--- src/rtl/core/ofr_pkg.sv ---
// ----------------------------------------------------------------------------
// Optical frame receiver package
// Receiver modes, register indexes, field widths and reset values.
// ----------------------------------------------------------------------------
package ofr_pkg;

  localparam int SAMPLE_W = 12;
  localparam int MARKER_W = 4;
  localparam int CFG_IDX_W = 2;

  typedef logic [SAMPLE_W-1:0] sample_t;
  typedef logic [MARKER_W-1:0] marker_t;
  typedef logic [CFG_IDX_W-1:0] cfg_idx_t;

  typedef enum logic [1:0] {
    MODE_WAIT = 2'd0,
    MODE_DATA = 2'd1,
    MODE_END  = 2'd2,
    MODE_FIN  = 2'd3
  } mode_t;

  localparam cfg_idx_t REG_THRESHOLD   = 2'd0;
  localparam cfg_idx_t REG_DATA_MARKER = 2'd1;
  localparam cfg_idx_t REG_END_MARKER  = 2'd2;

  localparam sample_t THRESHOLD_RST   = 12'd18;
  localparam marker_t DATA_MARKER_RST = 4'd8;
  localparam marker_t END_MARKER_RST  = 4'd4;
  localparam marker_t RUN_MAX         = 4'd15;

endpackage

--- src/rtl/core/optical_frame_receiver_unit.sv ---
// ----------------------------------------------------------------------------
// Optical frame receiver
// Slices light sensor samples against a threshold, detects data and end
// marker runs, captures frames and checks the end frame against the count.
// ----------------------------------------------------------------------------
// Usage: one sensor sample enters per beat on the in_ channel and exactly one
// result beat leaves on the out_ channel for every sample, in order. The
// sample is sliced, the receiver state is updated and the result is stored
// in the output register at the accepting edge, so a result appears in the cycle
// after its sample, with a throughput of one sample per cycle while out_ready is
// high; there is a single output register. in_ready stays high while the output
// register is empty or being emptied; when the receiver holds off out_ready,
// the pending result is kept and in_ready drops until it is taken.
// Registers are written over the cfg_ channel, which is always ready; writes
// to an index beyond the three registers are ignored. A synchronous reset
// restores register defaults, returns to waiting, clears the run, slot and
// frame counters and empties the output register. After the end frame the
// receiver stays finished until reset; samples are still sliced.
// ----------------------------------------------------------------------------
module optical_frame_receiver_unit #(
  parameter int FRAME_SLOTS = 12,
  parameter int COUNT_WIDTH = 16
) (
  input  logic                   clk,
  input  logic                   rst_n,
  input  logic                   in_valid,
  output logic                   in_ready,
  input  ofr_pkg::sample_t       in_sample,
  output logic                   out_valid,
  input  logic                   out_ready,
  output logic                   out_light_bit,
  output logic [1:0]             out_mode,
  output logic                   out_frame_start,
  output logic                   out_frame_done,
  output logic                   out_end_done,
  output logic [FRAME_SLOTS-2:0] out_received_value,
  output logic [COUNT_WIDTH-1:0] out_frame_count,
  output logic                   out_count_match,
  input  logic                   cfg_valid,
  output logic                   cfg_ready,
  input  ofr_pkg::cfg_idx_t      cfg_index,
  input  ofr_pkg::sample_t       cfg_data
);
  import ofr_pkg::*;

  localparam int VAL_W  = FRAME_SLOTS - 1;
  localparam int SLOT_W = $clog2(FRAME_SLOTS + 1);
  localparam int CMP_W  = (VAL_W > COUNT_WIDTH) ? VAL_W : COUNT_WIDTH;

  sample_t threshold_r;
  marker_t data_marker_r;
  marker_t end_marker_r;

  mode_t                   mode_r, mode_nxt;
  marker_t                 run_r, run_nxt;
  logic [SLOT_W-1:0]       slot_r, slot_nxt;
  logic [VAL_W-1:0]        cap_r, cap_nxt;
  logic [COUNT_WIDTH-1:0]  count_r, count_nxt;

  logic                    out_valid_r;
  logic                    light_bit_r;
  mode_t                   out_mode_r;
  logic                    start_r, done_r, end_done_r, match_r;
  logic [VAL_W-1:0]        value_r;
  logic [COUNT_WIDTH-1:0]  frame_count_r;

  logic                    accept;
  logic                    light;
  marker_t                 run_inc;
  logic                    start, done, end_done, match;
  logic                    last_slot;
  logic [VAL_W-1:0]        value;

  assign cfg_ready = 1'b1;
  assign in_ready  = !out_valid_r || out_ready;
  assign accept    = in_valid && in_ready;

  assign light     = in_sample > threshold_r;
  assign run_inc   = (run_r == RUN_MAX) ? RUN_MAX : run_r + 1'b1;
  assign last_slot = slot_r == SLOT_W'(FRAME_SLOTS);

  always_comb begin
    mode_nxt  = mode_r;
    run_nxt   = run_r;
    slot_nxt  = slot_r;
    cap_nxt   = cap_r;
    count_nxt = count_r;
    unique case (mode_r)
      MODE_WAIT: begin
        if (light) begin
          if (run_inc >= data_marker_r) begin
            run_nxt  = '0;
            mode_nxt = MODE_DATA;
            slot_nxt = SLOT_W'(1);
            if (count_r != {COUNT_WIDTH{1'b1}}) begin
              count_nxt = count_r + 1'b1;
            end
          end else begin
            run_nxt = run_inc;
          end
        end else begin
          run_nxt = '0;
          if (run_r >= end_marker_r && run_r < data_marker_r) begin
            mode_nxt = MODE_END;
            slot_nxt = SLOT_W'(1);
          end
        end
      end
      MODE_DATA, MODE_END: begin
        cap_nxt = VAL_W'({cap_r, light});
        if (last_slot) begin
          slot_nxt = '0;
          mode_nxt = (mode_r == MODE_DATA) ? MODE_WAIT : MODE_FIN;
        end else begin
          slot_nxt = slot_r + 1'b1;
        end
      end
      MODE_FIN: begin
        mode_nxt = MODE_FIN;
      end
      default: begin
        mode_nxt = MODE_WAIT;
      end
    endcase
  end

  always_comb begin
    start    = 1'b0;
    done     = 1'b0;
    end_done = 1'b0;
    value    = '0;
    match    = 1'b0;
    unique case (mode_r)
      MODE_WAIT: begin
        start = (mode_nxt != MODE_WAIT);
      end
      MODE_DATA: begin
        done  = last_slot;
        value = last_slot ? cap_nxt : '0;
      end
      MODE_END: begin
        end_done = last_slot;
        value    = last_slot ? cap_nxt : '0;
        match    = last_slot && (CMP_W'(cap_nxt) == CMP_W'(count_r));
      end
      MODE_FIN: begin
        start = 1'b0;
      end
      default: begin
        start = 1'b0;
      end
    endcase
  end

  always_ff @(posedge clk) begin
    if (!rst_n) begin
      threshold_r   <= THRESHOLD_RST;
      data_marker_r <= DATA_MARKER_RST;
      end_marker_r  <= END_MARKER_RST;
    end else if (cfg_valid && cfg_ready) begin
      unique case (cfg_index)
        REG_THRESHOLD:   threshold_r   <= cfg_data;
        REG_DATA_MARKER: data_marker_r <= cfg_data[MARKER_W-1:0];
        REG_END_MARKER:  end_marker_r  <= cfg_data[MARKER_W-1:0];
        default: begin
          threshold_r <= threshold_r;
        end
      endcase
    end
  end

  always_ff @(posedge clk) begin
    if (!rst_n) begin
      mode_r      <= MODE_WAIT;
      run_r       <= '0;
      slot_r      <= '0;
      count_r     <= '0;
      out_valid_r <= 1'b0;
    end else begin
      if (accept) begin
        mode_r      <= mode_nxt;
        run_r       <= run_nxt;
        slot_r      <= slot_nxt;
        count_r     <= count_nxt;
        out_valid_r <= 1'b1;
      end else if (out_ready) begin
        out_valid_r <= 1'b0;
      end
    end
  end

  always_ff @(posedge clk) begin
    if (accept) begin
      cap_r         <= cap_nxt;
      light_bit_r   <= light;
      out_mode_r    <= mode_nxt;
      start_r       <= start;
      done_r        <= done;
      end_done_r    <= end_done;
      value_r       <= value;
      frame_count_r <= count_nxt;
      match_r       <= match;
    end
  end

  assign out_valid          = out_valid_r;
  assign out_light_bit      = light_bit_r;
  assign out_mode           = out_mode_r;
  assign out_frame_start    = start_r;
  assign out_frame_done     = done_r;
  assign out_end_done       = end_done_r;
  assign out_received_value = value_r;
  assign out_frame_count    = frame_count_r;
  assign out_count_match    = match_r;

endmodule

--- config.mk ---
export PLATFORM = sky130hd
export DESIGN_NAME = optical_frame_receiver_unit
export DESIGN_NICKNAME = d
export VERILOG_FILES = /design/src/rtl/core/ofr_pkg.sv /design/src/rtl/core/optical_frame_receiver_unit.sv
export SDC_FILE = /design/constraint.sdc
export NUM_CORES = 1
export LEC_CHECK = 0
export BUFFER_PORTS_ARGS = -buffer_cell sky130_fd_sc_hd__buf_2
export CORE_MARGIN = 4
export CORE_UTILIZATION = 42
export CTS_BUF_LIST = sky130_fd_sc_hd__clkbuf_4 sky130_fd_sc_hd__clkbuf_8 sky130_fd_sc_hd__clkbuf_16
export DETAILED_ROUTE_END_ITERATION = 10
export PLACE_DENSITY = 0.66
export SLEW_MARGIN = 15
export SYNTH_ARGS = -nofsm -noshare
export SYNTH_HDL_FRONTEND = slang
export SYNTH_SLANG_ARGS = --single-unit
--- constraint.sdc ---
create_clock -name clk -period 3.25 [get_ports clk]
set_input_delay 0.4875 -clock clk [delete_from_list [all_inputs] [get_ports clk]]
set_output_delay 0.4875 -clock clk [all_outputs]
set_load 0.02 [all_outputs]
Word level (Yosys, flattened, before mapping)
Cells that the tools add are included.
- bits in registers: 92
- bits in latches: 0
- bits in writable memories: 0
- ROM bits: 0
- input bits: 31
- output and inout bits: 37
- logic and storage cells: 73
- memories kept: 0
- add/sub/neg operators: 3
- multipliers: 0
- divide/modulo/power cells: 0
- order comparisons: 4
- equal/unequal tests: 11
- shifts and indexed selects: 0
- muxes and demuxes: 21
- bitwise operators: 0
- reduce and logical (&&, ||, !) cells: 17
- operator list (kind ; count):
    two-way mux 16 bit ; 4
    two-way mux 4 bit ; 7
    adder 16 x 1 -> 16 bit (second input constant) ; 1
    equality test 11 x 16 -> 1 bit ; 1
    != test 16 bit (second input constant) ; 1
    greater-than comparator 12 bit ; 1
    two-way mux 11 bit ; 1
    two-way mux 2 bit ; 5
    AND reduction 2 bit ; 5
    adder 4 x 1 -> 4 bit (second input constant) ; 2
    equality test 4 bit (second input constant) ; 2
    >= comparator 4 bit ; 2
    case mux 4 bit (2 select lines) ; 1
    equality test 2 bit (second input constant) ; 3
    != test 3 bit (second input constant) ; 2
    case mux 2 bit (3 select lines) ; 1
    nonzero test 2 bit ; 3
    equality test 2 x 1 -> 1 bit (second input constant) ; 2
    logical NOT 2 bit ; 2
    less-than comparator 4 bit ; 1
    AND reduction 4 bit ; 1
    logical AND 1 bit ; 3
    two-way mux 1 bit ; 2
    OR reduction 2 bit ; 1
    2 further kinds ; 2

Longest topological paths before layout
- word-level depth: 7
- mapped depth: 14
- depth with buffers taken out: 12

Least setup slack after synthesis
OpenSTA, ideal clock, no wires.
- path kind: input -> register
- from: input out_ready
- to: register count_r[11]
- library setup time: 0.070 ns
- arrival time: 3.393 ns
- data required time: 3.180 ns
- setup slack: -0.213 ns
- stages on the path: 8
- buffers on the path: 1
- cell sequence: nand2b_1 -> nand2_1 -> inv_1 -> nand2_1 -> or4b_4 -> buf_6 -> or4_1 -> a21boi_1
- longest elaborated chain between the ends: 2
- ends and longest elaborated chain (what ; line ; text):
    from (decl) ; optical_frame_receiver_unit.sv:30 ; input logic out_ready,
    logical OR 1 bit ; optical_frame_receiver_unit.sv:75 ; assign in_ready = !out_valid_r || out_ready;
    logical AND 1 bit ; optical_frame_receiver_unit.sv:76 ; assign accept = in_valid && in_ready;
    net accept ; optical_frame_receiver_unit.sv:67 ; logic accept;
    to (signal assigned) ; optical_frame_receiver_unit.sv:184 ; count_r <= count_nxt;
    to (decl) ; optical_frame_receiver_unit.sv:58 ; logic [COUNT_WIDTH-1:0] count_r, count_nxt;
The timed path passes the listed nets, and every way through them passes these cells.
A chain may end at the register's enable or synchronous reset.

Final worst setup path
- from: register run_r[1]
- to: register count_r[5]
- longest elaborated chain between the ends: 6
- elaborated cells on any way between the ends: 7
- those cells by class: add/sub (1); order compare (1); eq/ne (1); mux (4)
- ends and longest elaborated chain (what ; line ; text):
    from (decl) ; optical_frame_receiver_unit.sv:55 ; marker_t run_r, run_nxt;
    from (signal assigned) ; optical_frame_receiver_unit.sv:182 ; run_r <= run_nxt;
    adder 4 x 1 -> 4 bit or equality test 4 bit (tied branches) ; optical_frame_receiver_unit.sv:79 ; assign run_inc = (run_r == RUN_MAX) ? RUN_MAX : run_r + 1'b1;
    two-way mux 4 bit (*) ; optical_frame_receiver_unit.sv:79 ;
    >= comparator 4 bit (*) ; optical_frame_receiver_unit.sv:91 ; if (run_inc >= data_marker_r) begin
    two-way mux 16 bit (*) ; optical_frame_receiver_unit.sv:91 ;
    two-way mux 16 bit (*) ; optical_frame_receiver_unit.sv:90 ; if (light) begin
    two-way mux 16 bit (*) ; optical_frame_receiver_unit.sv:88 ; unique case (mode_r)
Every way passes the cells marked *; elsewhere a longest branch is shown, timed or not.

==> impl_metrics.env <==
export IMPL_outcome="finished, final reports clean"
export IMPL_rsz0062_at_grt="false"
export IMPL_portBuffers=66
export IMPL_ir_worst_vdd_mv=0.372
export IMPL_placed_cell_area_um2=5430
export IMPL_r2r_slack_ns=0.27
export IMPL_vias=3746
export IMPL_powerDensity_nw_per_um2=466
export IMPL_floorplan_rows=39
export IMPL_nets=627
export IMPL_ys_ff_latch=92
export IMPL_ys_seq_area_share_pct=46.4
export IMPL_setup_viol=0
export IMPL_cts_tree="built"
export IMPL_path_clk_slew_ns=0.06
export IMPL_cts_htree_levels=3
export IMPL_worstPathMaxFanout=21
export IMPL_cp_arrival_ns=3.25
export IMPL_ys_flop_type="dfxtp_1"
export IMPL_cts_num_sinks=92
export IMPL_core_area_um2=11500
export IMPL_finClkSkew_ns=0.00793
export IMPL_place_ws_ns=0.0777
export IMPL_grt_pass1_wl_um=16500
export IMPL_routed_wl_um=10100
export IMPL_drc=0
export IMPL_postSynthAreaPerCell_um2=9.93
export IMPL_cp_end_kind="flip-flop"
export IMPL_synth_top_area_share_pct=27.4
export IMPL_clkLatencyLatePin_ns=0.35
export IMPL_dieArea_um2=13600
export IMPL_cts_resized_gates=0
export IMPL_die_y_um=116
export IMPL_synthDistinctLibCells=55
export IMPL_grt_pass1_vias=3556
export IMPL_cts_root_buf="clkbuf_16"
export IMPL_gp_congestion=0.834
export IMPL_slew_viol_final=0
export IMPL_synth_nets=561
export IMPL_syn_area_um2=4940
export IMPL_hp_start="cfg_data[4]"
export IMPL_fmax_mhz=335
export IMPL_firstDrtPassIters=4
export IMPL_cp_cell_sequence="ha_1 > nand3_1 > nand2_1 > inv_1 > ha_1 > nand2b_1 > a21o_1 > a21o_1 > a21oi_1 > or4b_4 > or4_1 > a21boi_0"
export IMPL_synth_warnings=0
export IMPL_drv_cap=0
export IMPL_holdPathEnd="threshold_r[4]$_SDFFE_PN1P_"
export IMPL_slowest_delay_ns=0.66
export IMPL_hold_path_class="primary input to flip-flop"
export IMPL_overflow=0
export IMPL_drive_gt1_share_pct=20.1
export IMPL_reg2reg_to="count_r[5]$_SDFFE_PN0P_"
export IMPL_post_cts_buffers=0
export IMPL_leakage_nw=2.39
export IMPL_cts_made_buffers=9
export IMPL_synth_edf_count=45
export IMPL_start_util_pct=43.0
export IMPL_drt_iter0_drc=213
export IMPL_rr_startpoint="run_r[1]$_SDFFE_PN0P_"
export IMPL_max_slew_margin_pct=44.0
export IMPL_num_antenna_cells=0
export IMPL_min_period_over_period_pct=91.8
export IMPL_avgViaCountPerCell=5.27
export IMPL_wl_per_cell_um=14.2
export IMPL_worstPathRequired_ns=3.52
export IMPL_start_kind="flip-flop"
export IMPL_worstRegToRegCells=12
export IMPL_pin_count=68
export IMPL_critPathBufInv=1
export IMPL_antenna_found_initial=0
export IMPL_setup_ws_ns=0.267
export IMPL_crit_slowest_cell="or4b_4"
export IMPL_syn_inst=497
export IMPL_tns_ns=0
export IMPL_place_hpwl_um=7350
export IMPL_tightest_slew_ns=0.840
export IMPL_detail_route_antenna_nets=0
export IMPL_worstHoldPathCells=3
export IMPL_utilization_pct=49.8
export IMPL_cts_hold_buffers=0
export IMPL_groute_usage_overall_pct=15.4
export IMPL_postSynth_asyncResetShare_pct=0
export IMPL_criticalPathCategory="flip-flop to flip-flop"
export IMPL_synthTopCellsByArea="edfxtp_1 (27%), dfxtp_1 (19%), ha_1 (8.4%)"
export IMPL_area_delta_synth_final_pct=15.7
export IMPL_clockBufferDepth=2
export IMPL_synth_top_cell_by_area="edfxtp_1"
export IMPL_die_w_um=116
export IMPL_grt_max_degree=53
export IMPL_hold_viol_final=0
export IMPL_timing_hold_ws_ns=0.376
export IMPL_final_area_um2=5710
export IMPL_fin_crit_ns=2.98
export IMPL_cp_top_family="simple AND/OR/NAND/NOR gates"
==> sequential cells by signal, indices dropped and copies added, names as in the netlist, 4 cells and up <==
| name | count |
|---|---|
| out_received_value | 11 |
| data_marker_r | 4 |
| slot_r | 4 |
| cap_r | 11 |
| end_marker_r | 4 |
| threshold_r | 12 |
| out_frame_count | 16 |
| run_r | 4 |
| count_r | 16 |
==> logic make-up after synthesis <==
logic type | count (synthesis) | synth area share [%]
AO/OA/AOI/OAI | 85 | 12.3
flip-flops | 92 | 46.4
buffers and inverters | 57 | 4.59
adder cells (fa/ha/maj) | 33 | 8.37
AND/OR/NAND/NOR | 184 | 19.3
XOR/XNOR | 22 | 3.90
multiplexers | 23 | 5.02
other | 1 | 0.0760
==> through the flow <==
step / total power, mW / std cells
2_1_floorplan: 1.58 / 497
3_3_place_gp: 1.69 / 695
3_5_place_dp: 1.70 / 695
4_1_cts: 2.69 / 711
5_1_grt: 2.78 / 711
6_report: 2.66 / 711
==> synth_stat cells, types with 8 or more instances <==
cell type  count
a21boi_0      18
a21oi_1       10
and3_1        18
clkbuf_1      16
dfxtp_1       47
edfxtp_1      45
ha_1          33
inv_1         38
mux2_2        14
mux2i_1        9
nand2_1       55
nand3_1       22
nand4_1        8
nor2_1        19
nor2b_1       11
nor3_1        13
o21ai_0       18
or3_1          9
xnor2_1       11
xor2_1        11
==> worst min-delay path: stages <==
cell and delay [ns]:
buf_2 0.08, nand2_1 0.04, o211ai_1 0.07
==> cell type report <==
| type | instances | area, um^2 |
|---|---|---|
| Clock buffer | 10 | 233 |
| Clock inverter | 6 | 48.8 |
| Fill cell | 1041 | 5760 |
| Inverter | 38 | 146 |
| Multi-Input combinational cell | 348 | 2420 |
| Sequential cell | 92 | 2290 |
| Tap cell | 143 | 179 |
| Timing Repair Buffer | 74 | 390 |
==> cells in the final DEF, fill, tap and decap left out, drive strengths merged, types with 8 or more instances in the layout <==
| cell | netlist | layout |
|---|---|---|
| nor3 | 13 | 13 |
| a21oi | 10 | 10 |
| mux2 | 14 | 14 |
| dfxtp | 47 | 47 |
| buf | 3 | 74 |
| inv | 38 | 39 |
| nor2b | 11 | 11 |
| clkbuf | 16 | 10 |
| mux2i | 9 | 9 |
| and3 | 18 | 18 |
| a21boi | 20 | 20 |
| nand2 | 55 | 55 |
| nand3 | 23 | 23 |
| ha | 33 | 33 |
| nor2 | 19 | 19 |
| or3 | 9 | 9 |
| o21ai | 19 | 19 |
| nand4 | 8 | 8 |
| xnor2 | 11 | 11 |
| xor2 | 11 | 11 |
| edfxtp | 45 | 45 |
==> per-layer routing <==
layer	up-vias	global-route usage, %	wire [um]
met1	1754	19.9	4750
met3	17	3.63	377
met5	-	0	0
met4	0	6.65	193
li1	1909	-	-
met2	66	24.9	4780
==> power by group <==
group	total [mW]	leakage, nW	switching (mW)	internal [mW]
Combinational	0.361	1.43	0.212	0.149
Sequential	1.31	0.829	0.0291	1.28
Clock	0.986	0.134	0.451	0.535
Total	2.66	2.39	0.693	1.97
==> worst max-delay path by stage <==
stage	startpoint	end	slack, ns	depth (start not counted)
finish	run_r[1]$_SDFFE_PN0P_	count_r[5]$_SDFFE_PN0P_	0.27	12
global route	threshold_r[7]$_SDFFE_PN0P_	count_r[5]$_SDFFE_PN0P_	0.04	9
floorplan	out_ready	count_r[11]$_SDFFE_PN0P_	0.28	8
detailed placement	in_sample[7]	count_r[5]$_SDFFE_PN0P_	0.08	9
CTS	run_r[1]$_SDFFE_PN0P_	slot_r[0]$_SDFFE_PN0P_	0.11	12
global placement	in_sample[8]	count_r[8]$_SDFFE_PN0P_	0.15	9
(Power assumes the default switching activity.)
